<file path="src/hdl/cba_pkg.sv">
package cba_pkg;

  // Field widths
  localparam int OPCODE_W = 2;
  localparam int COUNT_W  = 11;
  localparam int INDEX_W  = 10;
  localparam int MARK_W   = 2;
  localparam int FIRST_W  = 10;
  localparam int END_W    = 11;
  localparam int CFG_ADDR_W = 1;
  localparam int CFG_DATA_W = 11;
  localparam int S_TDATA_W  = 24;
  localparam int M_TDATA_W  = 16;

  // Operations
  localparam logic [OPCODE_W-1:0] OP_ALLOC = 2'd0;
  localparam logic [OPCODE_W-1:0] OP_FREE  = 2'd1;
  localparam logic [OPCODE_W-1:0] OP_QUERY = 2'd2;

  // Bank marks
  localparam logic [MARK_W-1:0] MARK_FREE = 2'd0;
  localparam logic [MARK_W-1:0] MARK_USED = 2'd1;
  localparam logic [MARK_W-1:0] MARK_HEAD = 2'd2;

  // Register indexes
  localparam logic [CFG_ADDR_W-1:0] REG_WIN_FIRST = 1'd0;
  localparam logic [CFG_ADDR_W-1:0] REG_WIN_END   = 1'd1;

  // Result codes
  localparam logic RC_DONE    = 1'b0;
  localparam logic RC_NO_FIT  = 1'b1;

  typedef enum logic [2:0] {
    ST_CLEAR,
    ST_IDLE,
    ST_ALLOC,
    ST_SCAN,
    ST_WRITE,
    ST_QUERY,
    ST_RESP
  } state_t;

  // Control from the sequencer to the run counter
  typedef struct packed {
    logic clear;
    logic step;
  } run_ctl_t;

endpackage

</file>
<file path="src/hdl/cba_ram.sv">
module cba_ram #(
  parameter int WIDTH = 2,
  parameter int DEPTH = 1024
) (
  input  logic                     clk,
  input  logic                     we,
  input  logic [$clog2(DEPTH)-1:0] waddr,
  input  logic [WIDTH-1:0]         wdata,
  input  logic [$clog2(DEPTH)-1:0] raddr,
  output logic [WIDTH-1:0]         rdata
);

  logic [WIDTH-1:0] mem [DEPTH];

  // One write port, one registered read port
  always_ff @(posedge clk) begin
    if (we) begin
      mem[waddr] <= wdata;
    end
    rdata <= mem[raddr];
  end

endmodule

</file>
<file path="src/hdl/cba_run_unit.sv">
module cba_run_unit import cba_pkg::*; (
  input  logic               clk,
  input  logic               rst,
  input  run_ctl_t           ctl,
  input  logic               mark_free,
  input  logic [COUNT_W-1:0] need,
  output logic               hit
);

  logic [COUNT_W-1:0] run;
  logic [COUNT_W-1:0] run_next;
  logic [COUNT_W-1:0] run_inc;

  // Count consecutive free banks; a used bank restarts the run
  always_comb begin
    run_inc  = mark_free ? COUNT_W'(run + 1'b1) : '0;
    hit      = ctl.step && (run_inc == need);
    run_next = run;
    if (ctl.clear) begin
      run_next = '0;
    end else if (ctl.step) begin
      run_next = run_inc;
    end
  end

  always_ff @(posedge clk) begin
    if (rst) begin
      run <= '0;
    end else begin
      run <= run_next;
    end
  end

endmodule

</file>
<file path="src/hdl/contiguous_bank_allocator.sv">
// Channel   Dir  Fields (low bit up)                                  Handshake
// s_*       in   opcode[1:0] bank_count[12:2] bank_index[22:13]       tvalid/tready
// m_*       out  start_bank[9:0] result_code[10] bank_mark[12:11]     tvalid/tready
// cfg_*     in   index 0 window_first_bank, 1 window_end_bank         cfg_we only
//
// Allocate: scans the window one bank per cycle through the registered mark RAM
// read port, then marks the run used, head first. Free and opcode 3 go straight
// to the response state, query via ST_QUERY; all then load the output register.
// After rst the mark RAM is swept to free, bank by bank, with s_tready low.
// One transaction at a time; a result waiting in the output register holds the
// sequencer in its response state until m_tready takes it.
module contiguous_bank_allocator import cba_pkg::*; #(
  parameter int STORE_BANKS = 1024
) (
  input  logic                  clk,
  input  logic                  rst,
  input  logic                  s_tvalid,
  output logic                  s_tready,
  input  logic [S_TDATA_W-1:0]  s_tdata,   // opcode, bank_count, bank_index
  output logic                  m_tvalid,
  input  logic                  m_tready,
  output logic [M_TDATA_W-1:0]  m_tdata,   // start_bank, result_code, bank_mark
  input  logic                  cfg_we,
  input  logic [CFG_ADDR_W-1:0] cfg_addr,
  input  logic [CFG_DATA_W-1:0] cfg_data
);

  localparam int AW = $clog2(STORE_BANKS);

  state_t state, state_next;

  logic [FIRST_W-1:0]  win_first;
  logic [END_W-1:0]    win_end;
  logic [END_W-1:0]    end_eff;

  logic [OPCODE_W-1:0] op_r, op_next;
  logic [COUNT_W-1:0]  need_r, need_next;
  logic [INDEX_W-1:0]  idx_r, idx_next;

  logic [END_W-1:0]    scan_ptr, scan_ptr_next;
  logic [END_W-1:0]    eval_ptr, eval_ptr_next;
  logic                pend, pend_next;
  logic [END_W-1:0]    start_r, start_next;
  logic [END_W-1:0]    run_end, run_end_next;
  logic [END_W-1:0]    wr_ptr, wr_ptr_next;
  logic [AW-1:0]       clr_ptr, clr_ptr_next;

  logic [INDEX_W-1:0]  res_start, res_start_next;
  logic                res_code, res_code_next;
  logic [MARK_W-1:0]   res_mark, res_mark_next;
  logic                out_load;

  logic                ram_we;
  logic [AW-1:0]       ram_waddr;
  logic [MARK_W-1:0]   ram_wdata;
  logic [AW-1:0]       ram_raddr;
  logic [MARK_W-1:0]   ram_rdata;

  run_ctl_t            run_ctl;
  logic                run_hit;

  logic                in_accept;
  logic [OPCODE_W-1:0] in_op;
  logic [COUNT_W-1:0]  in_count;
  logic [INDEX_W-1:0]  in_index;
  logic                in_idx_ok;
  logic                idx_ok;

  assign in_op    = s_tdata[1:0];
  assign in_count = s_tdata[12:2];
  assign in_index = s_tdata[22:13];

  assign s_tready  = (state == ST_IDLE);
  assign in_accept = s_tvalid && s_tready;
  assign in_idx_ok = 32'(in_index) < 32'(STORE_BANKS);
  assign idx_ok    = 32'(idx_r) < 32'(STORE_BANKS);

  // Window end clipped to the store
  assign end_eff = (32'(win_end) > 32'(STORE_BANKS)) ? END_W'(STORE_BANKS) : win_end;

  // Configuration registers
  always_ff @(posedge clk) begin
    if (rst) begin
      win_first <= '0;
      win_end   <= END_W'(1024);
    end else if (cfg_we) begin
      case (cfg_addr)
        REG_WIN_FIRST: win_first <= cfg_data[FIRST_W-1:0];
        REG_WIN_END:   win_end   <= cfg_data[END_W-1:0];
        default: ;
      endcase
    end
  end

  cba_ram #(
    .WIDTH (MARK_W),
    .DEPTH (STORE_BANKS)
  ) u_marks (
    .clk   (clk),
    .we    (ram_we),
    .waddr (ram_waddr),
    .wdata (ram_wdata),
    .raddr (ram_raddr),
    .rdata (ram_rdata)
  );

  cba_run_unit u_run (
    .clk       (clk),
    .rst       (rst),
    .ctl       (run_ctl),
    .mark_free (ram_rdata == MARK_FREE),
    .need      (need_r),
    .hit       (run_hit)
  );

  // Sequencer: next state, datapath updates and mark RAM port control
  always_comb begin
    state_next     = state;
    op_next        = op_r;
    need_next      = need_r;
    idx_next       = idx_r;
    scan_ptr_next  = scan_ptr;
    eval_ptr_next  = eval_ptr;
    pend_next      = pend;
    start_next     = start_r;
    run_end_next   = run_end;
    wr_ptr_next    = wr_ptr;
    clr_ptr_next   = clr_ptr;
    res_start_next = res_start;
    res_code_next  = res_code;
    res_mark_next  = res_mark;
    out_load       = 1'b0;
    ram_we         = 1'b0;
    ram_waddr      = '0;
    ram_wdata      = MARK_FREE;
    ram_raddr      = AW'(in_index);
    run_ctl        = '0;

    case (state)
      ST_CLEAR: begin
        ram_we       = 1'b1;
        ram_waddr    = clr_ptr;
        clr_ptr_next = AW'(clr_ptr + 1'b1);
        if (32'(clr_ptr) == 32'(STORE_BANKS - 1)) begin
          state_next = ST_IDLE;
        end
      end

      ST_IDLE: begin
        if (in_accept) begin
          op_next        = in_op;
          need_next      = in_count;
          idx_next       = in_index;
          res_start_next = '0;
          res_code_next  = RC_DONE;
          res_mark_next  = MARK_FREE;
          case (in_op)
            OP_ALLOC: state_next = ST_ALLOC;
            OP_FREE: begin
              ram_we     = in_idx_ok;
              ram_waddr  = AW'(in_index);
              state_next = ST_RESP;
            end
            OP_QUERY: state_next = ST_QUERY;
            default:  state_next = ST_RESP;
          endcase
        end
      end

      ST_ALLOC: begin
        run_ctl.clear = 1'b1;
        scan_ptr_next = END_W'(win_first);
        pend_next     = 1'b0;
        state_next    = (need_r == '0) ? ST_RESP : ST_SCAN;
      end

      ST_SCAN: begin
        // Issue the next read while the previous mark is evaluated
        ram_raddr = AW'(scan_ptr);
        if (scan_ptr < end_eff) begin
          scan_ptr_next = END_W'(scan_ptr + 1'b1);
          eval_ptr_next = scan_ptr;
          pend_next     = 1'b1;
        end else begin
          pend_next = 1'b0;
        end
        run_ctl.step = pend;
        if (run_hit) begin
          run_end_next = eval_ptr;
          start_next   = END_W'(eval_ptr + 1'b1 - need_r);
          wr_ptr_next  = END_W'(eval_ptr + 1'b1 - need_r);
          state_next   = ST_WRITE;
        end else if (!pend && (scan_ptr >= end_eff)) begin
          res_code_next = RC_NO_FIT;
          state_next    = ST_RESP;
        end
      end

      ST_WRITE: begin
        ram_we    = 1'b1;
        ram_waddr = AW'(wr_ptr);
        ram_wdata = (wr_ptr == start_r) ? MARK_HEAD : MARK_USED;
        wr_ptr_next = END_W'(wr_ptr + 1'b1);
        if (wr_ptr == run_end) begin
          res_start_next = start_r[INDEX_W-1:0];
          state_next     = ST_RESP;
        end
      end

      ST_QUERY: begin
        res_mark_next = idx_ok ? ram_rdata : MARK_FREE;
        state_next    = ST_RESP;
      end

      ST_RESP: begin
        if (!m_tvalid || m_tready) begin
          out_load   = 1'b1;
          state_next = ST_IDLE;
        end
      end

      default: state_next = ST_IDLE;
    endcase
  end

  // State register
  always_ff @(posedge clk) begin
    if (rst) begin
      state   <= ST_CLEAR;
      clr_ptr <= '0;
      pend    <= 1'b0;
    end else begin
      state   <= state_next;
      clr_ptr <= clr_ptr_next;
      pend    <= pend_next;
    end
  end

  // Datapath registers
  always_ff @(posedge clk) begin
    op_r      <= op_next;
    need_r    <= need_next;
    idx_r     <= idx_next;
    scan_ptr  <= scan_ptr_next;
    eval_ptr  <= eval_ptr_next;
    start_r   <= start_next;
    run_end   <= run_end_next;
    wr_ptr    <= wr_ptr_next;
    res_start <= res_start_next;
    res_code  <= res_code_next;
    res_mark  <= res_mark_next;
  end

  // Output register
  always_ff @(posedge clk) begin
    if (rst) begin
      m_tvalid <= 1'b0;
    end else if (out_load) begin
      m_tvalid <= 1'b1;
    end else if (m_tready) begin
      m_tvalid <= 1'b0;
    end
  end

  always_ff @(posedge clk) begin
    if (out_load) begin
      m_tdata <= {3'b000, res_mark, res_code, res_start};
    end
  end

`ifndef SYNTHESIS
  // Run writes stay inside the found run
  assert property (@(posedge clk) disable iff (rst)
    (state == ST_WRITE) |-> (wr_ptr >= start_r) && (wr_ptr <= run_end))
    else $error("run write outside found run");

  // A found run ends no earlier than its length allows
  assert property (@(posedge clk) disable iff (rst)
    (state == ST_SCAN) && run_hit |-> (32'(eval_ptr) + 1 >= 32'(need_r)))
    else $error("run shorter than request");

  // Leaving the scan without a hit means no fit
  assert property (@(posedge clk) disable iff (rst)
    (state == ST_SCAN) && (state_next == ST_RESP) |=> (res_code == RC_NO_FIT))
    else $error("scan end without failure flag");

  // A pending result blocks the next load
  assert property (@(posedge clk) disable iff (rst)
    (state == ST_RESP) && m_tvalid && !m_tready |=> (state == ST_RESP))
    else $error("result overwritten while waiting");

  // No input taken while a mark is being written for a run
  assert property (@(posedge clk) disable iff (rst)
    (state == ST_WRITE) |-> !s_tready && ram_we)
    else $error("input accepted during run write");
`endif

endmodule
</file>
<file path="config.mk">
export PLATFORM = sky130hd
export DESIGN_NAME = contiguous_bank_allocator
export DESIGN_NICKNAME = d
export VERILOG_FILES = /design/src/hdl/cba_pkg.sv /design/src/hdl/cba_ram.sv /design/src/hdl/cba_run_unit.sv /design/src/hdl/contiguous_bank_allocator.sv
export SDC_FILE = /design/constraint.sdc
export NUM_CORES = 2
export LEC_CHECK = 0
export BUFFER_PORTS_ARGS = -buffer_cell sky130_fd_sc_hd__clkbuf_2
export CAP_MARGIN = 20
export CORE_MARGIN = 1
export CORE_UTILIZATION = 40
export DETAILED_ROUTE_END_ITERATION = 8
export HOLD_SLACK_MARGIN = 0.03
export PLACE_DENSITY = 0.53
export SYNTH_ARGS = -nofsm -noshare
export SYNTH_HDL_FRONTEND = slang
export SYNTH_SLANG_ARGS = --single-unit
</file>
<file path="constraint.sdc">
create_clock -name clk -period 71 [get_ports clk]
set_input_delay 17.75 -clock clk [delete_from_list [all_inputs] [get_ports clk]]
set_output_delay 17.75 -clock clk [all_outputs]
set_load 0.02 [all_outputs]
</file>
==> run metrics <==
worst slew pin tran about 1.3 ns; vias in the first global route 58435; vias per inst ~5.9; Setup CP Type in -> reg; RePlAce Congestion roughly 0.84; share of cells above drive strength 1 9.65%; synthesized instance count 7086; WL met2 135000 µm; grt ovf 0; crit-path max FO around 110; vias 59791; DRT iter0 DRCs 7620; row count ~180; TritonCTS Buffers roughly 230; DR WL met3 26100 µm; CTS tree yes; Setup Fix Bufs, Post-CTS 0; hold buffer count at CTS 0; crit path launch type primary input; Synth area leaders edfxtp_1 (70%), nand2_1 (5.2%), nor2_1 (4.6%), mux2i_1 (3.4%), mux4_2 (1.8%); final setup fails 0; synth unique cells a little over 80; first-pass GRT wire length 418000 µm; WP data required 71.72 ns; initial antenna violation count 21; Metal-1 WL 122000 µm; Worst setup EP type flop; Max Cap Viol 0; Logic pwr share 3.6%; clock latency on the worst-skew pair between 0.8 and 0.9 ns; DR top layer met5; clock slew at reported path FFs around 0.060 ns; nets 7086; Remaining DRCs 0; P&R area growth vs syn 11.0%; Worst Skew 0.0485 ns; final slew viol count 0; Psw 574 µW; Pwr Density ~26 mW/mm²; Async S/R FF share, synth 0%; Reg power frac 53.4%; # port buffers 54; post-synth top area share 70.0%; top_reg_cell synth edfxtp_1; gr usage total 25.1%; Fmax 0.0437 GHz; chip width a little under 500 µm; Worst Hold Class reg -> reg; Relative slew margins between 15 and 20%; CTS Sinks 2189; post-CTS resize count 0; DR WL/cell roughly 29 µm; register area share after synthesis between 70 and 80%; Ys Warns 0; routed wire length 293000 µm; htree depth 4; final-report hold violation count 0; RSZ-0062 raised after global routing false; Power Total 2.62 mW; Tmin final 22.89 ns; CTS max path bufs 3; initial core utilization between 40% and 50%; status finished clean; placed cell count 9788; Reg2Reg Setup Slack 64.07 ns; Leak 36.1 nW; Worst EP arrival approximately 24 ns; detailed placement HPWL 165000 µm; largest net degree at the start of global routing 232; switching share of power 21.9%; Core Area roughly 0.23 mm²; Root Buffer clkbuf_16; Die Y-Extent ~480 µm; Synth Register Bits 2189; final std cells w/o fill ~10000; VDD IR max 0.0304 mV; Die Area 0.231 mm²; post-route ant nets 0; io pins about 60; cell taking the most area after synthesis edfxtp_1; Syn Area/Cell 13.0 µm²; Int Power 2.04 mW; Util after Layout around 45%; Setup Total Neg Slack 0 ns; first-pass detailed-route iteration total 6; Post-synth EDFFs 2140; clock power share 43.0%; crit share post-route 32.2%; Cell Area, Synth a little over 0.09 mm²
## final cells by class
type | instances | area (µm²)
clock inverters | 105 | 768
diodes | 9 | 22.5
repair buffers | 232 | 1730
flip-flops and latches | 2189 | 65200
fillers | 20668 | 126000
clock buffers | 308 | 6130
well taps | 3009 | 3760
multi-input cells | 4330 | 24100
inverters | 31 | 116
## cell usage in the layout, fill, tap and decap left out, types with 54 or more instances in the layout
cell	count
edfxtp_1	2140
nand2_1	1233
nor2_1	1117
nand3_1	315
mux2i_1	307
a21oi_1	243
clkbuf_16	231
buf_4	164
o22ai_1	116
o21ai_0	114
a31oi_1	111
nand4_1	81
mux4_2	72
clkbuf_1	71
a32oi_1	59
clkbuf_2	54
## metal layers
metal  up-vias  track usage [%]
met5         -                0
met4         4             8.96
met3       467             4.42
met2      2823             39.2
met1     30617             35.0
li1      25880                -
## flip-flops by register name, summed over array words and instances, names as in the netlist, 3 cells and up
signal / flops
clr_ptr: 10
need_r: 11
state: 3
res_start: 10
win_first: 10
m_tdata: 13
eval_ptr: 11
start_r: 11
u_marks.mem: 2048
scan_ptr: 11
win_end: 11
run_end: 11
u_run.run: 11
wr_ptr: 11
## synthesized netlist by cell type (62+ instances only)
cell and number:
nand4_1 81, nor2_1 1122, a21oi_1 244, o22ai_1 116, o21ai_0 114, buf_2 131
buf_4 62, edfxtp_1 2140, buf_1 90, nand3_1 315, mux2i_1 316, a31oi_1 112
clkbuf_1 224, nand2_1 1270, mux4_2 72
## cells by family (layout without fill, tap and decap cells)
family	after synthesis	after routing	share of synthesized area, %
adder cells (fa/ha/maj)	35	35	0.485
XOR/XNOR	71	71	0.693
multiplexers	399	399	5.35
AO/OA/AOI/OAI	855	855	5.99
other	1	12	0.00409
AND/OR/NAND/NOR	2967	2967	13.3
flip-flops	2189	2189	71.1
buffers and inverters	569	676	3.04
## worst paths after layout
check / startpoint / endpoint / depth (start not counted)
min: res_start[7]$_SDFFCE_PN0P_ / m_tdata[7]$_DFFE_PP_ / 0
min reg2reg: res_start[7]$_SDFFCE_PN0P_ / m_tdata[7]$_DFFE_PP_ / 0
max reg2reg: state[2]$_SDFFE_PP0P_ / u_marks.rdata[1]$_DFF_P_ / 13
max: s_tdata[13] / u_marks.rdata[1]$_DFF_P_ / 13
## worst max-delay path, stage by stage
cell,delay (ns)
clkbuf_2,0.19
a21oi_4,0.23
buf_12,0.59
buf_4,0.67
buf_4,0.63
buf_4,0.67
mux4_2,0.58
a22o_1,0.25
a221oi_1,0.34
nand4_1,0.34
o21ai_0,0.50
a31oi_1,0.36
and3_1,0.34
## power groups by stage
stage / logic, mW / clock network, mW / registers [mW]
after floorplan: 0.0516 / 0 / 1.43
after global placement: 0.0917 / 0 / 1.43
after detailed placement: 0.0917 / 0 / 1.43
after CTS: 0.0920 / 1.14 / 1.40
after global routing: 0.0960 / 1.19 / 1.40
final: 0.0935 / 1.13 / 1.40
## per-stage QoR
step	instance area, µm²	hold slack, ns	setup slack [ns]
3_5_place_dp	94900	0.405	47.30
6_report	102000	0.419	48.11
2_1_floorplan	91800	0.400	5.85
3_3_place_gp	94900	0.402	47.33
4_1_cts	102000	0.420	48.23
5_1_grt	102000	0.430	48.04
No activity file was read; power rests on OpenSTA's default activity.
